--- src/hw/rtl/assert_macros.svh ---
// assertion helpers shared by the rtl files
// each macro expects signals named clk and rst in the module that uses it
`ifndef ASSERT_MACROS_SVH
`define ASSERT_MACROS_SVH

// condition holds at every clock edge outside reset
`define TPS_ASSERT_ALWAYS(label, cond) \
  label: assert property (@(posedge clk) disable iff (rst) (cond)) \
    else $error("tps assertion failed: invariant");

// consequent holds at the same edge as the antecedent
`define TPS_ASSERT_IMPLIES(label, ante, cons) \
  label: assert property (@(posedge clk) disable iff (rst) (ante) |-> (cons)) \
    else $error("tps assertion failed: implication");

// consequent holds at the clock edge after the antecedent
`define TPS_ASSERT_NEXT(label, ante, cons) \
  label: assert property (@(posedge clk) disable iff (rst) (ante) |=> (cons)) \
    else $error("tps assertion failed: next-cycle implication");

`endif

--- src/hw/rtl/tps_pkg.sv ---
// ----------------------------------------------------------------------------
// tps_pkg
// Types and codes shared by the timed pattern sequencer modules.
// ----------------------------------------------------------------------------
`default_nettype none

package tps_pkg;

  // operation codes on the item channel
  localparam logic [1:0] OP_TICK  = 2'd0;
  localparam logic [1:0] OP_PUSH  = 2'd1;
  localparam logic [1:0] OP_START = 2'd2;
  localparam logic [1:0] OP_STOP  = 2'd3;

  // special step kinds
  localparam logic [7:0] KIND_WAIT = 8'd2;
  localparam logic [7:0] KIND_LAST = 8'd3;

  // notice codes
  localparam logic [1:0] NOTICE_NONE  = 2'd0;
  localparam logic [1:0] NOTICE_TIMER = 2'd1;
  localparam logic [1:0] NOTICE_DONE  = 2'd2;

  // all outputs released (active low)
  localparam logic [7:0] RELEASED = 8'hFF;

  localparam int QUEUED_W = 5;

  // playback mode, one-hot
  typedef enum logic [2:0] {
    MODE_IDLE = 3'b001,
    MODE_RUN  = 3'b010,
    MODE_WAIT = 3'b100
  } mode_t;

  // one stored step record
  typedef struct packed {
    logic [7:0]  kind;
    logic [7:0]  mask;
    logic [15:0] delay;
  } step_t;

  // one result beat
  typedef struct packed {
    logic [7:0]          drive_out;
    logic                lamp_on;
    logic                playing;
    logic                awaiting_button;
    logic [QUEUED_W-1:0] queued;
    logic [1:0]          notice;
    logic                push_dropped;
  } result_t;

endpackage

`default_nettype wire

--- src/hw/rtl/tps_step_mem.sv ---
// ----------------------------------------------------------------------------
// tps_step_mem
// Step record storage: one write port, one registered read port with
// write-through when both ports hit the same entry in a cycle.
// ----------------------------------------------------------------------------
`default_nettype none

module tps_step_mem #(
  parameter int DEPTH = 16,
  parameter int ADDR_W = $clog2(DEPTH)
) (
  input  wire logic              clk,
  input  wire logic              wr_en,
  input  wire logic [ADDR_W-1:0] wr_addr,
  input  wire tps_pkg::step_t    wr_data,
  input  wire logic [ADDR_W-1:0] rd_addr,
  output tps_pkg::step_t         rd_data
);
  import tps_pkg::*;

  step_t mem [DEPTH];

  // write port
  always_ff @(posedge clk) begin
    if (wr_en) begin
      mem[wr_addr] <= wr_data;
    end
  end

  // registered read, new data forwarded on a same-address write
  always_ff @(posedge clk) begin
    if (wr_en && (wr_addr == rd_addr)) begin
      rd_data <= wr_data;
    end else begin
      rd_data <= mem[rd_addr];
    end
  end

endmodule

`default_nettype wire

--- src/hw/rtl/tps_player.sv ---
// ----------------------------------------------------------------------------
// tps_player
// Playback state, FIFO pointers and the single-pass next-state logic that
// turns one accepted beat into the new state and its result.
// ----------------------------------------------------------------------------
`default_nettype none
`include "assert_macros.svh"

module tps_player #(
  parameter int FIFO_DEPTH = 16,
  parameter int PTR_W = $clog2(FIFO_DEPTH),
  parameter int CNT_W = $clog2(FIFO_DEPTH + 1)
) (
  input  wire logic             clk,
  input  wire logic             rst,
  input  wire logic             fire,
  input  wire logic [1:0]       op,
  input  wire logic [15:0]      step_delay,
  input  wire logic [7:0]       step_mask,
  input  wire logic [7:0]       step_kind,
  input  wire logic             button_released,
  input  wire tps_pkg::step_t   head,
  output logic                  wr_en,
  output logic [PTR_W-1:0]      wr_addr,
  output tps_pkg::step_t        wr_data,
  output logic [PTR_W-1:0]      rd_addr,
  output tps_pkg::result_t      res
);
  import tps_pkg::*;

  localparam logic [PTR_W-1:0] PTR_LAST = PTR_W'(FIFO_DEPTH - 1);
  localparam logic [CNT_W-1:0] CNT_FULL = CNT_W'(FIFO_DEPTH);

  logic [PTR_W-1:0] read_ptr, read_ptr_next;
  logic [PTR_W-1:0] write_ptr, write_ptr_next;
  logic [CNT_W-1:0] fill_count, fill_count_next;
  step_t            current_step, current_step_next;
  logic [15:0]      tick_count, tick_count_next;
  mode_t            mode, mode_next;
  logic [7:0]       drive_reg, drive_reg_next;
  logic             lamp_reg, lamp_reg_next;

  logic [15:0] eff_delay;
  logic [15:0] half_delay;
  logic [15:0] tick_inc;
  logic        do_advance;
  logic [1:0]  notice;
  logic        dropped;

  // timing of the current step, zero delay counts as one
  assign eff_delay  = (current_step.delay == 16'd0) ? 16'd1 : current_step.delay;
  assign half_delay = eff_delay >> 1;
  assign tick_inc   = tick_count + 16'd1;

  // next state for one beat
  always_comb begin
    read_ptr_next     = read_ptr;
    write_ptr_next    = write_ptr;
    fill_count_next   = fill_count;
    current_step_next = current_step;
    tick_count_next   = tick_count;
    mode_next         = mode;
    drive_reg_next    = drive_reg;
    lamp_reg_next     = lamp_reg;
    do_advance        = 1'b0;
    notice            = NOTICE_NONE;
    dropped           = 1'b0;
    wr_en             = 1'b0;

    if (fire) begin
      unique case (op)
        OP_TICK: begin
          unique case (mode)
            MODE_WAIT: begin
              if (!button_released) begin
                lamp_reg_next   = 1'b1;
                drive_reg_next  = current_step.mask;
                mode_next       = MODE_RUN;
                tick_count_next = 16'd0;
                notice          = NOTICE_TIMER;
              end
            end
            MODE_RUN: begin
              tick_count_next = tick_inc;
              if (tick_inc >= eff_delay) begin
                do_advance = 1'b1;
              end else if ((half_delay != 16'd0) && (tick_inc == half_delay)) begin
                drive_reg_next = RELEASED;
              end
            end
            default: ;
          endcase
        end
        OP_PUSH: begin
          if (fill_count >= CNT_FULL) begin
            dropped = 1'b1;
          end else begin
            wr_en           = 1'b1;
            write_ptr_next  = (write_ptr == PTR_LAST) ? '0 : write_ptr + 1'b1;
            fill_count_next = fill_count + 1'b1;
          end
        end
        OP_START: begin
          if (mode == MODE_IDLE) begin
            do_advance = 1'b1;
          end
        end
        OP_STOP: begin
          if (mode != MODE_IDLE) begin
            mode_next      = MODE_IDLE;
            drive_reg_next = RELEASED;
            lamp_reg_next  = 1'b1;
            notice         = NOTICE_DONE;
          end
        end
        default: ;
      endcase

      // take the head record and execute it, or end on an empty fifo
      if (do_advance) begin
        if (fill_count == '0) begin
          mode_next      = MODE_IDLE;
          drive_reg_next = RELEASED;
          lamp_reg_next  = 1'b1;
          notice         = NOTICE_DONE;
        end else begin
          current_step_next = head;
          read_ptr_next     = (read_ptr == PTR_LAST) ? '0 : read_ptr + 1'b1;
          fill_count_next   = fill_count - 1'b1;
          tick_count_next   = 16'd0;
          if (head.kind == KIND_WAIT) begin
            drive_reg_next = RELEASED;
            lamp_reg_next  = 1'b0;
            mode_next      = MODE_WAIT;
          end else begin
            drive_reg_next = head.mask;
            if (head.kind == KIND_LAST) begin
              mode_next     = MODE_IDLE;
              lamp_reg_next = 1'b1;
              notice        = NOTICE_DONE;
            end else begin
              mode_next = MODE_RUN;
            end
          end
        end
      end
    end
  end

  // storage ports: read ahead at the next head so it is ready for the next beat
  assign wr_addr = write_ptr;
  assign wr_data = '{kind: step_kind, mask: step_mask, delay: step_delay};
  assign rd_addr = read_ptr_next;

  // result of this beat
  assign res = '{
    drive_out:       drive_reg_next,
    lamp_on:         lamp_reg_next,
    playing:         (mode_next != MODE_IDLE),
    awaiting_button: (mode_next == MODE_WAIT),
    queued:          QUEUED_W'(fill_count_next),
    notice:          notice,
    push_dropped:    dropped
  };

  // state registers
  always_ff @(posedge clk) begin
    if (rst) begin
      read_ptr     <= '0;
      write_ptr    <= '0;
      fill_count   <= '0;
      current_step <= '0;
      tick_count   <= '0;
      mode         <= MODE_IDLE;
      drive_reg    <= RELEASED;
      lamp_reg     <= 1'b1;
    end else begin
      read_ptr     <= read_ptr_next;
      write_ptr    <= write_ptr_next;
      fill_count   <= fill_count_next;
      current_step <= current_step_next;
      tick_count   <= tick_count_next;
      mode         <= mode_next;
      drive_reg    <= drive_reg_next;
      lamp_reg     <= lamp_reg_next;
    end
  end

  // checks
  `TPS_ASSERT_ALWAYS(a_fill_bound, fill_count <= CNT_FULL)
  `TPS_ASSERT_IMPLIES(a_wait_released, mode == MODE_WAIT,
                      (lamp_reg == 1'b0) && (drive_reg == RELEASED))
  `TPS_ASSERT_IMPLIES(a_idle_lamp, mode == MODE_IDLE, lamp_reg == 1'b1)
  `TPS_ASSERT_NEXT(a_push_counts, fire && (op == OP_PUSH) && (fill_count < CNT_FULL),
                   fill_count == $past(fill_count) + 1'b1)

endmodule

`default_nettype wire

--- src/hw/rtl/timed_pattern_sequencer.sv ---
// a result beat is registered and shows in the cycle after its item is accepted
// throughput: one item per cycle unless a valid result is stalled; the player
//   state and the step storage read port are updated once per accepted beat
// reset: synchronous, active high; fifo empty, playback idle, drive state 0xFF,
//   lamp on; result payload and step storage are undefined until written
// ----------------------------------------------------------------------------
// timed_pattern_sequencer
// Queues step records and plays them out on timer ticks, with a result
// register between the player logic and the result channel.
// ----------------------------------------------------------------------------
`default_nettype none

module timed_pattern_sequencer #(
  parameter int FIFO_DEPTH = 16
) (
  input  wire logic        clk,
  input  wire logic        rst,
  input  wire logic        item_valid,
  output logic             item_stall,
  input  wire logic [1:0]  op,
  input  wire logic [15:0] step_delay,
  input  wire logic [7:0]  step_mask,
  input  wire logic [7:0]  step_kind,
  input  wire logic        button_released,
  output logic             result_valid,
  input  wire logic        result_stall,
  output logic [7:0]       drive_out,
  output logic             lamp_on,
  output logic             playing,
  output logic             awaiting_button,
  output logic [4:0]       queued,
  output logic [1:0]       notice,
  output logic             push_dropped
);
  import tps_pkg::*;

  localparam int PTR_W = $clog2(FIFO_DEPTH);

  logic             fire;
  logic             wr_en;
  logic [PTR_W-1:0] wr_addr;
  logic [PTR_W-1:0] rd_addr;
  step_t            wr_data;
  step_t            head;
  result_t          res_next;
  result_t          res_q;

  // accept while the result register is empty or being drained
  assign item_stall = result_valid & result_stall;
  assign fire       = item_valid & ~item_stall;

  tps_step_mem #(
    .DEPTH (FIFO_DEPTH)
  ) u_mem (
    .clk     (clk),
    .wr_en   (wr_en),
    .wr_addr (wr_addr),
    .wr_data (wr_data),
    .rd_addr (rd_addr),
    .rd_data (head)
  );

  tps_player #(
    .FIFO_DEPTH (FIFO_DEPTH)
  ) u_player (
    .clk             (clk),
    .rst             (rst),
    .fire            (fire),
    .op              (op),
    .step_delay      (step_delay),
    .step_mask       (step_mask),
    .step_kind       (step_kind),
    .button_released (button_released),
    .head            (head),
    .wr_en           (wr_en),
    .wr_addr         (wr_addr),
    .wr_data         (wr_data),
    .rd_addr         (rd_addr),
    .res             (res_next)
  );

  // result valid flag
  always_ff @(posedge clk) begin
    if (rst) begin
      result_valid <= 1'b0;
    end else if (fire) begin
      result_valid <= 1'b1;
    end else if (!result_stall) begin
      result_valid <= 1'b0;
    end
  end

  // result payload
  always_ff @(posedge clk) begin
    if (fire) begin
      res_q <= res_next;
    end
  end

  assign drive_out       = res_q.drive_out;
  assign lamp_on         = res_q.lamp_on;
  assign playing         = res_q.playing;
  assign awaiting_button = res_q.awaiting_button;
  assign queued          = res_q.queued;
  assign notice          = res_q.notice;
  assign push_dropped    = res_q.push_dropped;

endmodule

`default_nettype wire
--- config.mk ---
export PLATFORM = sky130hd
export DESIGN_NAME = timed_pattern_sequencer
export DESIGN_NICKNAME = d
export VERILOG_FILES = /design/src/hw/rtl/tps_pkg.sv /design/src/hw/rtl/tps_step_mem.sv /design/src/hw/rtl/tps_player.sv /design/src/hw/rtl/timed_pattern_sequencer.sv
export VERILOG_INCLUDE_DIRS = /design/src /design/src/hw/rtl
export SDC_FILE = /design/constraint.sdc
export NUM_CORES = 1
export LEC_CHECK = 0
export BUFFER_PORTS_ARGS = -buffer_cell sky130_fd_sc_hd__buf_2
export CORE_MARGIN = 2
export CORE_UTILIZATION = 60
export DETAILED_ROUTE_END_ITERATION = 7
export PLACE_DENSITY = 0.78
export SETUP_SLACK_MARGIN = 0.02
export SYNTH_ARGS = -nofsm -noshare
export SYNTH_HDL_FRONTEND = slang
export SYNTH_SLANG_ARGS = --single-unit
export TNS_END_PERCENT = 100
--- constraint.sdc ---
create_clock -name clk -period 7.2 [get_ports clk]
set_input_delay 0.72 -clock clk [delete_from_list [all_inputs] [get_ports clk]]
set_output_delay 0.72 -clock clk [all_outputs]
set_load 0.01 [all_outputs]
==> impl_metrics.yaml, run 1 <==
logic_synthesis:
  synth-seq-cells: 601
  syn-cell-area_mm2: 0.0242
  syn-num-nets: 1467
  synthDistinctLibCells: 69
  netlist_instances: 1401
  synth_edf_count: 531
  async_flop_share_pct: 0
  avgSynthCellArea_um2: 17.3
  synth_seq_area_share_pct: 71.7
  ys_warn_count: 0
  synth_ff_type: "edfxtp_1"
floorplanning:
  num_rows: 73
  dieArea_mm2: 0.0420
  die_y_um: 205
  die_x_um: 205
  start_util_pct: 60.8
  ios: 60
  core_mm2: 0.0398
cts:
  hold_buffers: 0
  cts_htree_levels: 2
  cts_max_path_buffers: 3
  cts_buffers: 58
  cts_tree: "done"
  cts-root-buf: "clkbuf_16"
  cts_sinks: 601
  cts.clk_slew.worst_paths_ns: 0.06
  post_cts_buffers: 0
  clk_latency_ns: 0.62
  cts_resized: 0
grt:
  grt_max_degree: 71
  grt_pass1_wl_um: 79400
  grt_pass1_vias: 13100
  grtUsageTotal_pct: 25.7
  antenna_found_initial: 2
  overflow: 0
worst_setup_path:
  r2r_start: "u_player.tick_count[0]$_SDFFE_PP0P_"
  cp_data_arrival_time_ns: 5.12
  worstSetupStartpointType: "register"
  worst_setup_path_end_kind: "register"
  worstSetupPathType: "register to register"
  path_max_fanout: 26
  r2r_end: "drive_out[3]$_DFFE_PP_"
  r2r_setup_slack_ns: 2.41
  required_ns: 7.53
  ff2ff_path_depth: 14
timing:
  rsz0062_at_grt: "false"
  setup_viol: 0
  min_period_ns: 4.79
  fmax_ghz: 0.209
  worst_pin_slew_ns: 1.33
  post-route-period-util_pct: 66.6
  max-slew-margin-rel_pct: 11.2
  setup_tns_ns: 0
  hold_viol: 0
  finalClockSkew_ns: 0.0332
  setup_ws_ns: 2.41
  maxSlewViolCount: 0
cells_and_area:
  fillers: 2542
  fin_nets: 1538
  largest_reg_flops: 512
  syn2layout_area_growth_pct: 11.7
  drive_above_1_share_pct: 22.3
  largest-register: "u_mem.mem"
  reg_top3: "u_mem.mem x512, u_player.current_step x24, u_player.tick_count x16"
routing:
  drcViolationCount: 0
  via_per_inst: 6.45
  drt_pass1_iterations: 7
  drtAntennaViolNets: 0
  first_iter_violations: 1504
  wire_per_inst_um: 25.8
  drt_wl_total_um: 52900
  num_vias: 13200
power_and_ir_drop:
  p_total_w: 0.00707
  power.leakage_nw: 8.48
  vdd_drop_max_v: 0.000308
  p_per_area_mw_per_mm2: 262
place:
  place_congestion: 0.865
  dpl.hpwl_um: 29000
  pre_cts_ws_ns: 2.46
  place.port_buffers: 59
hold_path:
  holdPathEnd: "result_valid$_SDFFE_PP0P_"
  hold_start: "item_valid"
  hold_class: "input port to register"
  min_path_cells: 3
run_status:
  status: "finished clean"
flow_run:
  cap_viol_max_count: 0
-- layout make-up --
class                   instances  area [um^2]  share of cell area (%)
flip-flops and latches        601        17400                    64.2
multi-input cells             695         6530                    24.2
clock buffers                  75         1590                    5.87
well taps                     525          657                    2.43
repair buffers                 86          498                    1.84
clock inverters                34          288                    1.06
inverters                      30          113                   0.417
diodes                          1         2.50                 0.00926
-- cell families after synthesis --
family                   Yosys count  share of synthesized area [%]
AO/OA/AOI/OAI                    173                           4.71
XOR/XNOR                          31                           1.24
adder cells (fa/ha/maj)           27                           1.40
buffers and inverters            105                           1.85
flip-flops                       601                           71.7
multiplexers                     130                           12.0
AND/OR/NAND/NOR                  334                           7.20
-- synth_stat cells, drive strengths merged (4+ instances only) --
cell type  instances  area [um^2]
o31ai              6         55.1
nand3b            10         75.1
a22oi             10         75.1
ha                27          338
o41ai              4         35.0
nor4              31          254
nor3              36          190
or2                4         25.0
nand3             20          105
xor2              10         87.6
a21oi             59          299
o21ai             34          170
a211oi            12         95.1
clkbuf            40          150
a311oi             8         70.1
nor3b              5         37.5
mux4             127         2860
and3               5         36.3
a2111oi            5         75.1
nand2b            19          119
xnor2             19          166
edfxtp           531        15900
dfxtp             70         1400
nor2              59          221
buf               35          184
inv               30          113
nor2b             14         87.6
or3                4         25.0
a31oi             16          100
nand2             97          364
and2               9         56.3
nand4             13         81.3
-- per-stage QoR --
step / cells / util, % / cell area, um^2 / hold slack (ns)
after global routing: 2047 / 67.9 / 27000 / 0.365
after global placement: 1937 / 63.2 / 25200 / 0.446
after detailed placement: 1937 / 63.2 / 25200 / 0.464
after CTS: 2046 / 67.9 / 27000 / 0.350
after floorplan: 1401 / - / 24200 / 0.431
final: 2047 / 67.9 / 27000 / 0.368
-- where the power goes --
part | internal (W) | total (W) | leakage (nW) | switching [W]
logic | 0.000102 | 0.000257 | 2.21 | 0.000155
clock network | 0.00170 | 0.00297 | 0.917 | 0.00128
registers | 0.00382 | 0.00384 | 5.35 | 0.0000224
-- worst max-delay path by stage --
stage | end | startpoint | cells after the start
2_1_floorplan | u_mem.mem[3][0]$_DFFE_PP_ | result_stall | 6
3_3_place_gp | queued[1]$_DFFE_PP_ | u_player.tick_count[0]$_SDFFE_PP0P_ | 14
3_5_place_dp | drive_out[6]$_DFFE_PP_ | u_player.tick_count[0]$_SDFFE_PP0P_ | 14
4_1_cts | u_player.drive_reg[0]$_SDFF_PP1_ | u_player.tick_count[0]$_SDFFE_PP0P_ | 14
5_1_grt | drive_out[3]$_DFFE_PP_ | u_player.tick_count[0]$_SDFFE_PP0P_ | 14
6_report | drive_out[3]$_DFFE_PP_ | u_player.tick_count[0]$_SDFFE_PP0P_ | 14
-- layer usage --
metal / share of wire, % / up-vias / global-route usage, % / routed length, um
met3: 7.6 / 110 / 4.28 / 4030
li1: - / 5734 / - / -
met2: 50 / 649 / 41.9 / 26300
met4: 2.7 / 2 / 8.30 / 1400
met5: 0.036 / - / 0 / 19
met1: 40 / 6700 / 35.9 / 21100
-- critical path: stages (launching register included) --
cell and delay [ns]:
dfxtp_1 0.49, ha_1 0.37, nand3_1 0.22, or4_1 0.65
xnor2_1 0.18, ha_1 0.28, nand4_1 0.10, nor3_1 0.28
and3_1 0.22, o31ai_2 0.09, nand4_1 0.31, nand3_1 0.56
buf_4 0.44, nor3_1 0.25, a31oi_1 0.06
-- cells in the final DEF, fill, tap and decap left out, drive strengths merged, types with 34 or more instances in the layout --
cell type	count
nor2	59
buf	86
nor3	36
dfxtp	70
mux4	127
o21ai	34
clkbuf	75
edfxtp	531
nand2	97
a21oi	59
Power figures use the tool's default switching activity.
==> run 2, diff against run 1 <==
--- a/config.mk
+++ b/config.mk
@@ -6,6 +6,7 @@
 export SDC_FILE = /design/constraint.sdc
 export NUM_CORES = 1
 export LEC_CHECK = 0
+export ABC_AREA = 1
 export BUFFER_PORTS_ARGS = -buffer_cell sky130_fd_sc_hd__buf_2
 export CORE_MARGIN = 2
 export CORE_UTILIZATION = 60
==> constraint.sdc (replaced) <==
create_clock -name clk -period 4.55 [get_ports clk]
set_input_delay 0.455 -clock clk [delete_from_list [all_inputs] [get_ports clk]]
set_output_delay 0.455 -clock clk [all_outputs]
set_load 0.01 [all_outputs]
==> run 2 against run 1 <==
Net effect: clock power is 55% higher; worst hold slack worse by 0.24 ns; sequential share of layout area is 1.5 points lower; via count is 31% higher; routed wire length is 13% higher; critical endpoint is now queued[0]$_DFFE_PP_.
==> impl_metrics.yaml, run 2 <==
run_status:
  status: "finished clean"
floorplanning:
  die_y_um: 208
  start_util_pct: 61.0
  core_mm2: 0.0409
  die_x_um: 208
  ios: 60
  dieArea_mm2: 0.0433
  num_rows: 74
timing:
  min_period_ns: 3.55
  post-route-period-util_pct: 78.0
  max-slew-margin-rel_pct: 19.5
  finalClockSkew_ns: 0.0282
  fmax_ghz: 0.282
  worst_pin_slew_ns: 1.21
  setup_tns_ns: 0
  rsz0062_at_grt: "false"
  setup_viol: 0
  maxSlewViolCount: 0
  whs_ns: 0.123
  hold_viol: 0
grt:
  grtUsageTotal_pct: 27.5
  busiest_layer: "met2"
  use_met3_pct: 4.66
  grt_max_degree: 135
  overflow: 0
  grt_pass1_wl_um: 92800
  grt_use_met1_pct: 37.8
  grt_util_met2_pct: 44.3
  grt_pass1_vias: 16600
  antenna_found_initial: 5
power_and_ir_drop:
  p_seq_share_pct: 53.6
  power.leakage_nw: 9.66
  p_per_area_mw_per_mm2: 411
  power.switching_w: 0.00252
  p_clk_share_pct: 40.4
  p_sw_share_pct: 22.2
  internal_power_w: 0.00884
  pwr-share-comb_pct: 6.1
  vdd_drop_max_v: 0.000365
routing:
  via_per_inst: 6.22
  drtAntennaViolNets: 0
  first_iter_violations: 2295
  drt_wl_total_um: 59900
  wire_per_inst_um: 21.6
  num_vias: 17200
  drt_pass1_iterations: 6
  drcViolationCount: 0
worst_setup_path:
  crit_path_max_incr_delay_ns: 0.46
  cpMaxStageDelayCell: "dfxtp_1"
  critPathBufInv: 4
  worstSetupPathType: "register to register"
  path_delay_family: "simple AND/OR/NAND/NOR gates"
  worstSetupStartpointType: "register"
  cp_common_cell: "nand2_1"
  required_ns: 4.92
  cp-startpoint: "u_player.tick_count[0]$_SDFFE_PP0P_"
  path_cells: "ha_1 > nand2_2 > nor2_4 > nand2_2 > nor2_1 > nand2_1 > nand2_1 > inv_1 > ha_1 > nand2_1 > nor2_1 > nand4_1 > inv_1 > nand3_1 > nand3_1 > nand2_2 > nand2_4 > nand2_1 > inv_1 > nand2_2 > nand2_1 > xor2_1 > inv_1"
  r2r_start: "u_player.tick_count[0]$_SDFFE_PP0P_"
  cp_data_arrival_time_ns: 3.92
  worst_setup_path_end_kind: "register"
  path_max_fanout: 14
logic_synthesis:
  syn-num-nets: 2216
  synthTopCellsByArea: "edfxtp_1, dfxtp_1, o21ai_0"
  synth_ff_type: "edfxtp_1"
  synth_commonest_cells: "edfxtp_1, nor2_1, o21ai_0"
  synth_seq_area_share_pct: 69.5
  avgSynthCellArea_um2: 11.6
  netlist_instances: 2150
  synth_top_area_share_pct: 63.9
  ys_warn_count: 0
  yosysMostFrequentCell: "edfxtp_1"
  synth_top_cell_by_area: "edfxtp_1"
  async_flop_share_pct: 0
  synthDistinctLibCells: 46
  synth-seq-cells: 601
  syn-cell-area_mm2: 0.0250
  synth_edf_count: 531
cells_and_area:
  largest_reg_flops: 512
  syn2layout_area_growth_pct: 10.8
  seqCellArea_mm2: 0.0174
  final_area_mm2: 0.0277
  layout_common_cells: "edfxtp_1, nor2_1, o21ai_0, nand2_1, inv_1"
  largest-register: "u_mem.mem"
  stdcell_count: 2769
  fillers: 2843
  multi_input_comb_area_mm2: 0.00677
  drive_above_1_share_pct: 10.3
  fin_nets: 2259
  reg_top3: "u_mem.mem x512, u_player.current_step x24, u_player.tick_count x16"
  layout_commonest_cell: "edfxtp_1"
cts:
  cts_sinks: 601
  cts.clk_slew.worst_paths_ns: 0.07
  post_cts_buffers: 0
  cts_tree: "done"
  hold_buffers: 0
  cts_resized: 0
  cts-root-buf: "clkbuf_16"
  cts_buffers: 57
  clk_latency_ns: 0.62
  cts_htree_levels: 2
  cts_max_path_buffers: 3
place:
  place_congestion: 0.921
  place.port_buffers: 59
  post_dp_cell_area_mm2: 0.0259
  placedCellCount: 2666
  dpl.hpwl_um: 33700
flow_run:
  cap_viol_max_count: 0
hold_path:
  hold_class: "input port to register"
  hold_start: "item_valid"
run 2: cell count changes after synthesis, sizes merged, moves of 71 or more:
cell   previous run  this run
nand3            20        91
nand2            97       282
inv              30       123
o21ai            34       298
nor2             59       338
mux4            127         0
run 2: layout make-up:
class	instances	share of cell area (%)
Sequential cell	601	62.8
Antenna cell	4	0.0362
Multi-Input combinational cell	1312	24.5
Clock buffer	72	5.51
Inverter	126	1.74
Timing Repair Buffer	95	2.14
Tap cell	532	2.41
Clock inverter	27	0.936
run 2: cells by family (layout without fill, tap and decap cells):
family	count (synthesis)	in the layout	share of synthesized area (%)
buf+inv	237	320	3.90
fa+ha+maj	27	27	1.35
compound gates	518	518	12.1
simple gates	757	757	12.7
flops	601	601	69.5
xor+xnor	10	10	0.406
other cells	0	4	0
run 2: worst min-delay path: stages:
cell     delay (ns)
buf_2          0.10
inv_1          0.07
a21oi_1        0.06
run 2: power groups by stage:
| stage | clock network (W) | registers (W) | logic (W) |
|---|---|---|---|
| after floorplan | 0 | 0.00620 | 0.000440 |
| after global placement | 0 | 0.00620 | 0.000647 |
| after detailed placement | 0 | 0.00620 | 0.000675 |
| after CTS | 0.00464 | 0.00609 | 0.000682 |
| after global routing | 0.00483 | 0.00609 | 0.000766 |
| final | 0.00459 | 0.00609 | 0.000690 |
run 2: final timing paths:
kind,end,slack (ns),cells after the start
max reg2reg,queued[0]$_DFFE_PP_,1.00,23
min reg2reg,register,0.50,2
min,result_valid$_SDFFE_PP0P_,0.12,3
max,queued[0]$_DFFE_PP_,1.00,23
run 2: per-stage QoR:
| stage | power [W] | setup WS [ns] | util (%) |
|---|---|---|---|
| 6_report | 0.0114 | 1.00 | 67.6 |
| 5_1_grt | 0.0117 | 0.648 | 67.6 |
| 4_1_cts | 0.0114 | 1.01 | 67.6 |
| 3_5_place_dp | 0.00688 | 1.02 | 63.2 |
| 3_3_place_gp | 0.00685 | 1.10 | 63.2 |
| 2_1_floorplan | 0.00664 | 1.10 | - |
run 2: layer usage:
layer	share of wire [%]	wire, um
met1	39	23600
met2	48	28700
met4	2.8	1700
met5	0.018	11
met3	9.8	5850
